### src/rtl/schroeder_reverb_macros.svh
`ifndef SCHROEDER_REVERB_MACROS_SVH
`define SCHROEDER_REVERB_MACROS_SVH

// checked only out of reset
`define SRV_ASSERT(label, prop, msg) \
    label: assert property (@(posedge i_clk) disable iff (!i_rst_n) prop) else $error(msg);

// checked during reset too
`define SRV_ASSERT_ALWAYS(label, prop, msg) \
    label: assert property (@(posedge i_clk) prop) else $error(msg);

`endif

### src/rtl/srv_pkg.sv
package srv_pkg;

    localparam int CombDepthDef    = 4096;
    localparam int AllpassDepthDef = 1024;

    localparam int SampleW   = 24;
    localparam int StoreW    = 28;
    localparam int GainW     = 16;
    localparam int CombLenW  = 13;
    localparam int ApLenW    = 11;
    localparam int CfgDataW  = 13;
    localparam int CfgIdxW   = 3;

    localparam logic [CfgIdxW-1:0] CfgCombA = 3'd0;
    localparam logic [CfgIdxW-1:0] CfgCombB = 3'd1;
    localparam logic [CfgIdxW-1:0] CfgCombC = 3'd2;
    localparam logic [CfgIdxW-1:0] CfgCombD = 3'd3;
    localparam logic [CfgIdxW-1:0] CfgApA   = 3'd4;
    localparam logic [CfgIdxW-1:0] CfgApB   = 3'd5;
    localparam logic [CfgIdxW-1:0] CfgApC   = 3'd6;

    localparam logic [CombLenW-1:0] CombLenReset = 13'd4096;
    localparam logic [ApLenW-1:0]   ApLenReset   = 11'd1024;

    localparam logic [GainW-1:0] ApGain = 16'd22938;

    function automatic logic [GainW-1:0] comb_gain(input logic [1:0] k);
        logic [GainW-1:0] g;
        case (k)
            2'd0:    g = 16'd26378;
            2'd1:    g = 16'd27099;
            2'd2:    g = 16'd25657;
            default: g = 16'd25035;
        endcase
        return g;
    endfunction

    typedef struct packed {
        logic       load_x;
        logic       comb_rd;
        logic       comb_mul;
        logic       comb_wr;
        logic       avg;
        logic       ap_rd;
        logic       ap_sub;
        logic       ap_mul;
        logic       ap_wr;
        logic       out_load;
        logic [1:0] k;
    } t_dp_cmd;

    typedef struct packed {
        logic clear_done;
        logic out_free;
    } t_dp_stat;

endpackage

### src/rtl/srv_ctrl.sv
module srv_ctrl import srv_pkg::*; (
    input  logic     i_clk,
    input  logic     i_rst_n,
    input  logic     i_in_valid,
    output logic     o_in_ready,
    input  t_dp_stat i_stat,
    output t_dp_cmd  o_cmd
);

`include "schroeder_reverb_macros.svh"

    typedef enum logic [3:0] {
        S_CLEAR, S_IDLE, S_CRD, S_CMUL, S_CWR, S_AVG,
        S_ARD, S_ASUB, S_AMUL, S_AWR, S_OUT
    } t_state;

    t_state     r_state;
    logic [1:0] r_k;

    always_ff @(posedge i_clk) begin
        if (!i_rst_n) begin
            r_state <= S_CLEAR;
            r_k     <= '0;
        end else begin
            unique case (r_state)
                S_CLEAR: if (i_stat.clear_done) r_state <= S_IDLE;
                S_IDLE: begin
                    r_k <= '0;
                    if (i_in_valid) r_state <= S_CRD;
                end
                S_CRD:  r_state <= S_CMUL;
                S_CMUL: r_state <= S_CWR;
                S_CWR: begin
                    if (r_k == 2'd3) begin
                        r_k     <= '0;
                        r_state <= S_AVG;
                    end else begin
                        r_k     <= r_k + 2'd1;
                        r_state <= S_CRD;
                    end
                end
                S_AVG:  r_state <= S_ARD;
                S_ARD:  r_state <= S_ASUB;
                S_ASUB: r_state <= S_AMUL;
                S_AMUL: r_state <= S_AWR;
                S_AWR: begin
                    if (r_k == 2'd2) begin
                        r_state <= S_OUT;
                    end else begin
                        r_k     <= r_k + 2'd1;
                        r_state <= S_ARD;
                    end
                end
                S_OUT: if (i_stat.out_free) r_state <= S_IDLE;
                default: r_state <= S_CLEAR;
            endcase
        end
    end

    assign o_in_ready = (r_state == S_IDLE);

    always_comb begin
        o_cmd          = '0;
        o_cmd.k        = r_k;
        o_cmd.load_x   = i_in_valid && o_in_ready;
        o_cmd.comb_rd  = (r_state == S_CRD);
        o_cmd.comb_mul = (r_state == S_CMUL);
        o_cmd.comb_wr  = (r_state == S_CWR);
        o_cmd.avg      = (r_state == S_AVG);
        o_cmd.ap_rd    = (r_state == S_ARD);
        o_cmd.ap_sub   = (r_state == S_ASUB);
        o_cmd.ap_mul   = (r_state == S_AMUL);
        o_cmd.ap_wr    = (r_state == S_AWR);
        o_cmd.out_load = (r_state == S_OUT) && i_stat.out_free;
    end

    `SRV_ASSERT(a_accept_starts_comb, (i_in_valid && o_in_ready) |=> (r_state == S_CRD && r_k == 2'd0), "accepted beat did not start the first comb")
    `SRV_ASSERT(a_out_waits, (r_state == S_OUT && !i_stat.out_free) |=> (r_state == S_OUT), "result left before output register was free")
    `SRV_ASSERT_ALWAYS(a_no_accept_in_clear, (!i_stat.clear_done) |-> !o_in_ready, "beat accepted while stores are being cleared")
    `SRV_ASSERT(a_allpass_index, (r_state == S_AWR) |-> (r_k != 2'd3), "allpass stage index out of range")

endmodule

### config.mk
export PLATFORM = sky130hd
export DESIGN_NAME = srv_ctrl
export DESIGN_NICKNAME = d
export VERILOG_FILES = /design/src/rtl/srv_pkg.sv /design/src/rtl/srv_ctrl.sv
export VERILOG_INCLUDE_DIRS = /design/src /design/src/rtl
export SDC_FILE = /design/constraint.sdc
export NUM_CORES = 1
export LEC_CHECK = 0
export ABC_CLOCK_PERIOD_IN_PS = 1830
export CAP_MARGIN = 20
export CORE_UTILIZATION = 30
export CTS_CLUSTER_DIAMETER = 150
export DETAILED_ROUTE_END_ITERATION = 12
export DONT_BUFFER_PORTS = 1
export PLACE_DENSITY = 0.48
export SKIP_CTS_REPAIR_TIMING = 1
export SYNTH_ARGS = -nofsm -noshare
export SYNTH_HDL_FRONTEND = slang
export SYNTH_SLANG_ARGS = --single-unit
### constraint.sdc
create_clock -name i_clk -period 1.83 [get_ports i_clk]
set_clock_uncertainty 0.05 [all_clocks]
set_input_delay 0.0915 -clock i_clk [delete_from_list [all_inputs] [get_ports i_clk]]
set_output_delay 0.0915 -clock i_clk [all_outputs]
set_load 0.02 [all_outputs]
Yosys cells after proc, flatten, opt, wreduce, memory -nomap -nowiden
Cells that the tools add are included.
- bits in registers: 6
- memories kept: 0
- RAM bits: 0
- memory bits (read-only): 0
- input bits: 5
- latch bits: 0
- shifts and indexed selects: 0
- bitwise logic cells: 0
- divide/modulo/power cells: 0
- reductions and logical operators: 6
- equal/unequal tests: 16
- magnitude comparators: 0
- multiplexer cells: 9
- add/sub/neg operators: 1
- $mul: 0
- operators by type and width (cell ; count):
    $pmux W4 S11 ; 1
    $eq A4 B3 Y1 const B ; 4
    $mux W4 ; 4
    $eq A4 B4 Y1 const B ; 3
    $eq A4 B2 Y1 const B ; 2
    $ne A2 B2 Y1 const B ; 4
    $pmux W2 S3 ; 1
    $eq A2 B2 Y1 const B ; 2
    $eq A4 B1 Y1 const B ; 1
    $logic_not A4 Y1 ; 1
    $mux W2 ; 2
    $mux W3 ; 1
    $reduce_and A3 Y1 ; 1
    $reduce_bool A3 Y1 ; 1
    $add A2 B1 Y2 const B ; 1
    $logic_and A1 B1 Y1 ; 2
    $reduce_and A2 Y1 ; 1

Depth between registers and ports, before layout
- depth in word-level cells: 3
- mapped depth: 6

Worst setup path before layout
No wires, ideal clock.
- kind: reg-to-reg
- start point: register r_k[0]
- end point: register r_k[0]
- setup time: 0.070 ns
- data required time: 1.710 ns
- path slack: 0.219 ns
- cell stages (with the launch flop): 7
- data arrival time: 1.491 ns
- path through: dfxtp_1 inv_1 ha_1 nand2_1 a31oi_1 or4_1 a21boi_1
- cells in the longest elaborated chain, start to end: 3
- RTL lines (item ; RTL line ; RTL):
    from (decl) ; srv_ctrl.sv:18 ; logic [1:0] r_k;
    from (signal assigned) ; srv_ctrl.sv:38 ; r_k <= r_k + 2'd1;
    from (signal assigned) ; srv_ctrl.sv:50 ; r_k <= r_k + 2'd1;
    $add A2 B1 Y2 (tied with other cells) ; srv_ctrl.sv:38, srv_ctrl.sv:50 ;
    $mux W2 (tied with other cells) ; srv_ctrl.sv:47 ; if (r_k == 2'd2) begin
    $pmux W2 S3 / $reduce_and A2 Y1 (equally long branches) ; -- ;
Several ways; a longest one is shown, not always the timed one. The select of a mux whose other input is x is not followed.
A chain may end at the register's enable or synchronous reset.

==> metrics.md <==
| Metric | Value |
|---|---|
| Flip-flop and latch area | between 100 and 150 sq um |
| CP Max Fanout | 17 |
| FF-to-FF Start | r_k[1] |
| Switch Pwr | about 0.12 mW |
| Fin crit period | 1640 ps |
| Reg clk slew, reported paths | about 50 ps |
| Net Count, Synth | between 80 and 90 |
| Area delta synth->final | 19.9% |
| Hold crit path type | input pin to register |
| Sink Count | 6 |
| Register bit count reported by yosys | 6 |
| Post-DP HPWL | a little under 1000 um |
| Main area contributors after synthesis | dfxtp_1 24%, nor3_1 7.8%, nor2_1 6.6% |
| Synthesis Warnings | 0 |
| Cell Rows | 14 |
| Simple-Gate Fraction of Synth Area | between 30% and 40% |
| GPL Wtd Cong | slightly below 0.8 |
| Crit path buf inv count | 0 |
| Unrepaired setup endpoints after global routing | false |
| # nets final | 93 |
| MaxCap Viol Count | 0 |
| CP max-delay cell | dfxtp_1 |
| Reg2Reg Depth | 5 |
| Async set or reset register ratio after synthesis | 0% |
| Sequential area share after synthesis | approximately a quarter |
| Setup Viol. Count Final | 0 |
| Fraction of layout cells with a size suffix above 1 | approximately 18% |
| Synth cell types | 26 |
| R2R Setup Slk | between 200 and 250 ps |
| Critical Path AT | roughly 1500 ps |
| Largest net degree at the start of global routing | 18 |
| Post-Synthesis Cells | 75 |
| DRT antenna net count | 0 |
| Setup TNS | 0 ps |
| Pwr dens | ~600 mW/mm^2 |
| Routed vias | between 500 and 600 |
| Clk Latency, worst-skew pair | 250 ps |
| Hold endpoint | r_state[1] |
| Crit-path cells | nand2b_1 > nor3_1 > and2_1 |
| Synth Flop Type | dfxtp_1 |
| Number of max-slew violations in the final report | 0 |
| Gr usage total | ~15% |
| Largest stage delay, worst path | 470 ps |
| Remaining routing DRC violations | 0 |
| Worst Path Required | 1690 ps |
| Leak | between 0.2 and 0.25 nW |
| Sequential Power Share | 42.3% |
| Non-Filler Instances | 100 |
| Largest family of logic cells by synthesized area | simple AND/OR/NAND/NOR gates |
| Drt initial violations | 8 |
| CP endpoint kind | output port |
| Aggregate global routing overflow | 0 |
| Synth area leader | dfxtp_1 |
| First-pass GRT wire length | 2090 um |
| Post-synth top area share | about a quarter |
| Hold Fails Final Rpt | 0 |
| Post-Route WL | around 1300 um |
| Max IR drop VDD | between 0.3 and 0.4 mV |
| Initial Utilization | 33.1% |
| EDFF count, synth | 0 |
| Mux share of post-synthesis cell area | 0% |
| Die span in y | 43.3 um |
| Routed length per placed instance | ~13 um |
| CP Class | register to output port |
| Worst Hold Launch | i_stat[0] |
| Fillers | 182 |
| Clock share of power | approximately 36% |
| Inst Count DP | 96 |
| Vias in the first global route | about 480 |
| Compound-Gate Fraction of Synth Area | a little under a quarter |
| Cell family with most CP delay | simple AND/OR/NAND/NOR gates |
| Post-Synth XOR/XNOR Area | around 1.7% |
| Status | finished clean |
| Root Buffer | clkbuf_4 |
| Relative slew slack | 63.8% |
| PortBufs | 0 |
| TritonCTS buffer count | 3 |
| Vias per cell | about 5.7 |
| Mean Syn Cell Area | between 6 and 7 sq um |
| IO Pins | 18 |
| Gate power share | 22.0% |
| 1st-pass router iterations | 4 |
| Net Sw Frac | between 30 and 40% |
| Die X | around 43 um |
| Worst r2r dst | r_k[0] |
| Multi-input logic area | roughly 340 sq um |
| Post-route clock period utilization | 89.7% |
| N_diodes | 0 |
| Internal power | around 0.25 mW |
| Worst Tran Pin Value | ~540 ps |
| Max Buffers Root-to-Sink | 2 |
| CP startpoint kind | register |
| Post-Synth Adder-Cell Area | between 4 and 5% |
| Initial antenna violation count | 0 |
| H-tree levels | 1 |
| Worst hold path stage count | 3 |
| Max Fclk | about 600 MHz |
| Die ar. | ~0.0019 sq mm |
| Core ar. | about 0.0015 sq mm |
| CTS tree | done |
| Synth Cell Area | 510 sq um |
through the flow:
stage          hold WS [ps]  area, sq um  power [mW]  worst slack (ps)  utilization (%)
6_report               17.3          612       0.368               189             39.7
4_1_cts               -90.7          602       0.367               184             39.0
2_1_floorplan           159          510       0.218               219                -
5_1_grt                34.0          612       0.385              56.5             39.7
3_3_place_gp            163          579       0.235               242             37.6
3_5_place_dp            169          579       0.234               226             37.6
metal layers:
metal  part of all wire, %  track usage [%]  routed length [um]  vias up
li1                      -                -                   -      281
met1                    47             19.7                 598      267
met2                    47             23.0                 600       15
met3                   4.4             2.13                  56        2
met4                   1.3             5.45                  17        0
met5                     0                0                   0        -
layout make-up:
type | count | area share (%)
Multi-Input combinational cell | 58 | 55.2
Sequential cell | 6 | 19.6
Timing Repair Buffer | 12 | 15.1
Clock buffer | 3 | 3.68
Tap cell | 16 | 3.27
Inverter | 5 | 3.07
power groups by stage:
stage,clock network (mW),registers [mW],logic [mW]
6_report,0.131,0.155,0.0808
5_1_grt,0.137,0.159,0.0889
4_1_cts,0.135,0.155,0.0774
3_5_place_dp,0,0.158,0.0767
3_3_place_gp,0,0.158,0.0772
2_1_floorplan,0,0.141,0.0768
logic make-up (layout without fill, tap and decap cells):
group,count (synthesis),after routing
AOI/OAI and AO/OA,20,20
and+or+nand+nor,35,35
DFF,6,6
xor gates and xnor gates,1,1
buffers and inverters,11,20
adders and majority gates,2,2
cell usage after synthesis, types with 3 or more instances:
library cell  count
nand2b_1          3
nand2_1           5
dfxtp_1           6
nor2_1            9
o21ai_0           6
a31oi_1           4
a21oi_1           4
nor3_1            8
buf_2             3
inv_1             5
how the worst max path moves through the flow:
stage / startpoint / end / slack [ps] / depth (start not counted)
CTS: r_state[1] / o_cmd[11] / 180 / 3
detailed placement: r_k[1] / r_k[0] / 230 / 5
finish: r_state[1] / o_cmd[11] / 190 / 3
global route: r_state[1] / o_cmd[2] / 60 / 3
global placement: r_k[1] / r_k[0] / 240 / 5
floorplan: r_k[0] / r_k[0] / 220 / 6
tightest hold or removal path, cell delays in order:
cell and delay (ps):
inv_1 40, nand3_1 60, o21ai_0 70
sequential cells by signal (all words and copies together) (netlist names):
signal and count:
r_state 4, r_k 2
layout by cell type, fill, tap and decap left out, drive strengths merged:
| cell | n |
|---|---|
| o311ai | 1 |
| xor2 | 1 |
| dfxtp | 6 |
| nor3 | 8 |
| nand3 | 2 |
| dlygate4sd3 | 1 |
| clkbuf | 3 |
| nor3b | 3 |
| nor4b | 1 |
| a21oi | 4 |
| or3 | 1 |
| nand2 | 5 |
| a21boi | 2 |
| buf | 11 |
| o21ai | 6 |
| nor2 | 9 |
| inv | 5 |
| o22ai | 1 |
| ha | 2 |
| o21a | 2 |
| a31oi | 4 |
| or4 | 1 |
| and2 | 2 |
| nand2b | 3 |
No activity file was read; power rests on OpenSTA's default activity.
